$ cat config.mk
export PLATFORM = sky130hd
export DESIGN_NAME = eip_front
export DESIGN_NICKNAME = d
export VERILOG_FILES = /design/src/sv/eip_pkg.sv /design/src/sv/eip_front.sv
export SDC_FILE = /design/constraint.sdc
export NUM_CORES = 1
export LEC_CHECK = 0
export ABC_AREA = 1
export BUFFER_PORTS_ARGS = -buffer_cell sky130_fd_sc_hd__buf_2
export CORE_ASPECT_RATIO = 1.2
export CORE_MARGIN = 2
export CORE_UTILIZATION = 52
export DETAILED_ROUTE_END_ITERATION = 8
export PLACE_DENSITY = 0.79
export SLEW_MARGIN = 10
export SYNTH_ARGS = -nofsm -noshare
export SYNTH_HDL_FRONTEND = slang
export SYNTH_SLANG_ARGS = --single-unit
export TNS_END_PERCENT = 1
$ cat constraint.sdc
create_clock -name clk -period 5.6 [get_ports clk]
set_clock_uncertainty 0.2 [all_clocks]
set_input_delay 0.84 -clock clk [delete_from_list [all_inputs] [get_ports clk]]
set_output_delay 0.84 -clock clk [all_outputs]
set_load 0.05 [all_outputs]
$ cat src/sv/eip_pkg.sv
// shared types and constants for the expiring index pool
// no dependencies
package eip_pkg;
	localparam int STAMP_W = 63;
	localparam int SLOT_W = 10;
	localparam int CNT_W = 11;
	localparam logic [STAMP_W-1:0] FREE_MARK = {STAMP_W{1'b1}};

	typedef enum logic [1:0] {
		OP_BORROW  = 2'd0,
		OP_REFRESH = 2'd1,
		OP_QUERY   = 2'd2,
		OP_RELEASE = 2'd3
	} op_t;

	typedef enum logic [0:0] {
		REG_EXPIRY = 1'd0,
		REG_ACTIVE = 1'd1
	} reg_idx_t;

	typedef enum logic [2:0] {
		ST_CLEAR,
		ST_IDLE,
		ST_READ,
		ST_CHECK,
		ST_OUT
	} back_state_t;

	typedef struct packed {
		op_t               op;
		logic [STAMP_W-1:0] now;
		logic [SLOT_W-1:0]  slot;
	} cmd_t;

	typedef struct packed {
		logic               granted;
		logic [SLOT_W-1:0]  slot_out;
		logic               reclaimed;
		logic               held;
	} rsp_t;
endpackage

$ cat src/sv/eip_front.sv
// front part: two-entry command queue
// depends on eip_pkg
module eip_front import eip_pkg::*; (
	input  logic        clk,
	input  logic        arst_n,
	input  logic        in_valid,
	output logic        in_stall,
	input  cmd_t        in_cmd,
	output logic        q_valid,
	output cmd_t        q_cmd,
	input  logic        q_pop
);
	cmd_t       buf_q [2];
	logic       wr_q, rd_q;
	logic [1:0] cnt_q;
	logic       push;

	assign in_stall = (cnt_q == 2'd2);
	assign push = in_valid && !in_stall;
	assign q_valid = (cnt_q != 2'd0);
	assign q_cmd = buf_q[rd_q];

	always_ff @(posedge clk) begin
		if (push) buf_q[wr_q] <= in_cmd;
	end

	always_ff @(posedge clk or negedge arst_n) begin
		if (!arst_n) begin
			wr_q <= 1'b0;
			rd_q <= 1'b0;
			cnt_q <= 2'd0;
		end else begin
			if (push) wr_q <= ~wr_q;
			if (q_pop) rd_q <= ~rd_q;
			cnt_q <= cnt_q + {1'b0, push} - {1'b0, q_pop};
		end
	end
endmodule

==> qor.yml <==
synthesis:
  yosys.area.top_type: "edfxtp_1"
  synth_area_per_cell_um2: 13.8
  yosys_warnings: 0
  yosys-top-cells-area: "edfxtp_1 78%, o21ai_0 6.5%, nand2_1 5.5%, inv_1 5.4%, dfrtp_1 1.7%"
  yosysUniqueCellTypes: 14
  ys_seq_area_frac: 0.793
  synth_top_cell_area_share: 0.776
  ys_ff_latch: 154
  synthCells: 419
  synth_fp_nets: 500
  synth_area_mm2: 0.00580
setup_path:
  cpMaxStageDelayCell: "dfrtp_4"
  cp.arrival_ns: 2.52
  critPathLaunchType: "flip-flop"
  cp_top_family: "flip-flops"
  cp_cell_sequence: "buf_4 > nand2_1 > o21ai_0 > buf_2"
  slowest_delay_ns: 0.93
  crit_type: "flip-flop to output port"
  cp-end-kind: "output port"
  worstPathRequired_ns: 4.56
  worstPathMaxFanout: 95
  worst-path-buf-inv: 2
grt:
  grt.total_usage: 0.175
  grt.overflow.total: 0
  antenna_found_initial: 1
  grt_start_max_net_pins: 96
  grt_pass1_vias: 3356
  grt_pass1_wl_mm: 15.7
timing:
  hold_viol_final: 0
  final.period_utilization: 0.636
  slew_headroom: 0.455
  fmax_mhz: 281
  tightest_slew_ns: 0.816
  slew_viol_final: 0
  finalCriticalPeriod_ns: 3.56
  setup_viol: 0
  rsz0062_at_grt: "false"
  setup_tns_ns: 0
clocking:
  cts_sinks: 154
  post_cts_buffers: 0
  cts_tree: "built"
  cts_resized: 0
  htreeDepth: 4
  numCtsBuffers: 17
  path_clk_slew_ns: 0.06
  cts-hold-fix-buffers: 0
  clock_path_buffers: 2
  clockRootBuffer: "clkbuf_16"
  insertion_delay_ns: 0.41
drt:
  post_drt_wl_per_cell_um: 13.9
  wirelength_mm: 10.1
  drtPass1Iterations: 7
  drc_errors: 0
  routed_via_density: 4.79
  vias: 3475
  drt_iter0_drc: 206
  drtAntennaViolNets: 0
finish:
  antenna-diode-count: 0
  drive_above_1_share: 0.319
  fillCellCount: 813
  fin_nets: 661
  final_cell_area_mm2: 0.00719
  area_growth_syn_to_layout_pct: 24.0
floorplan:
  dieHeight_um: 120
  row_count: 42
  io_pins: 156
  die-area_mm2: 0.0120
  coreArea_mm2: 0.0109
  start_util: 0.531
  die_w_um: 100
hold_path:
  hold_class: "input port to async pin"
outcome:
  status: "finished, final reports clean"
job:
  cap_violations: 0
place:
  globalplace.congestion: 0.730
  place_area_mm2: 0.00663
  dp_hpwl_mm: 6.71
  io_buffers: 155
[stage by stage]
stage          instances  setup WS (ns)  utilization  hold WS (ns)
2_1_floorplan        419          0.839            -         0.242
3_3_place_gp         693           2.58        0.607         0.255
5_1_grt              725           1.84        0.658       0.00945
6_report             725           2.04        0.658        0.0265
3_5_place_dp         693           2.48        0.607         0.284
4_1_cts              725           2.01        0.658        0.0151
[cell families (layout without fill, tap and decap cells)]
logic type,after synthesis,count (layout),synth area share
flops,154,154,0.793
fa+ha+maj,2,2,0.00431
xor+xnor,1,1,0.00151
compound gates,75,75,0.0647
buf+inv,99,273,0.0787
simple gates,88,88,0.0574
[worst register-to-register path, cell delays in order, from the launching register on]
cell	delay [ns]
dfrtp_1	0.36
inv_1	0.06
nand2_1	0.10
nand2_1	0.14
nor2_4	0.65
buf_4	0.67
[metal layers]
layer / routed length (µm) / vias to the layer above / GRT usage
met5: 19 / - / 0
met4: 128 / 2 / 0.0659
met3: 881 / 15 / 0.0676
met2: 5060 / 138 / 0.289
met1: 3970 / 1593 / 0.209
li1: - / 1727 / -
[state kept, by name, summed over array words and instances, names as in the netlist]
register	cells
rd_q	1
cnt_q	2
buf_q	150
wr_q	1
[cell usage in the layout (no fill, tap or decap)]
cell,count
clkbuf_16,17
ha_1,2
dfrtp_1,3
buf_4,3
clkinv_2,6
nor2_4,1
clkinvlp_4,1
edfxtp_1,150
clkinv_1,1
dfrtp_4,1
nand2_1,85
inv_1,82
o21ai_0,75
clkbuf_1,3
inv_6,2
xor2_1,1
clkinv_4,1
buf_2,155
nand3_1,2
bufinv_16,2
[Yosys cell counts]
master	number
ha_1	2
nand2_1	85
edfxtp_1	150
buf_4	1
buf_6	1
xor2_1	1
clkbuf_4	1
inv_1	83
dfrtp_1	4
clkbuf_1	6
nand3_1	2
clkbuf_8	7
nor2_1	1
o21ai_0	75
[final timing paths]
check | startpoint | end | slack, ns | cells past startpoint
setup / recovery | rd_q | q_cmd[24] | 2.04 | 4
hold / removal | arst_n | rd_q | 0.03 | 1
setup reg to reg | cnt_q[0] | buf_q[1][43] | 3.04 | 5
hold reg to reg | wr_q | wr_q | 0.30 | 2
max in group asynchronous | arst_n | rd_q | 5.04 | 1
min in group clk | wr_q | wr_q | 0.30 | 2
[area by class of cell]
class                      count  area, µm²  share of cell area
clock buffer                  20        437              0.0607
clock inverter                12        123              0.0170
inverter                      83        313              0.0435
multi-input combinational    166        749               0.104
sequential                   154       4610               0.641
tap                          132        165              0.0230
timing repair buffer         158        798               0.111
Power is left out: the tool's default activity adds up to more than one toggle a clock period on the data nets, which glitch-free logic cannot reach.
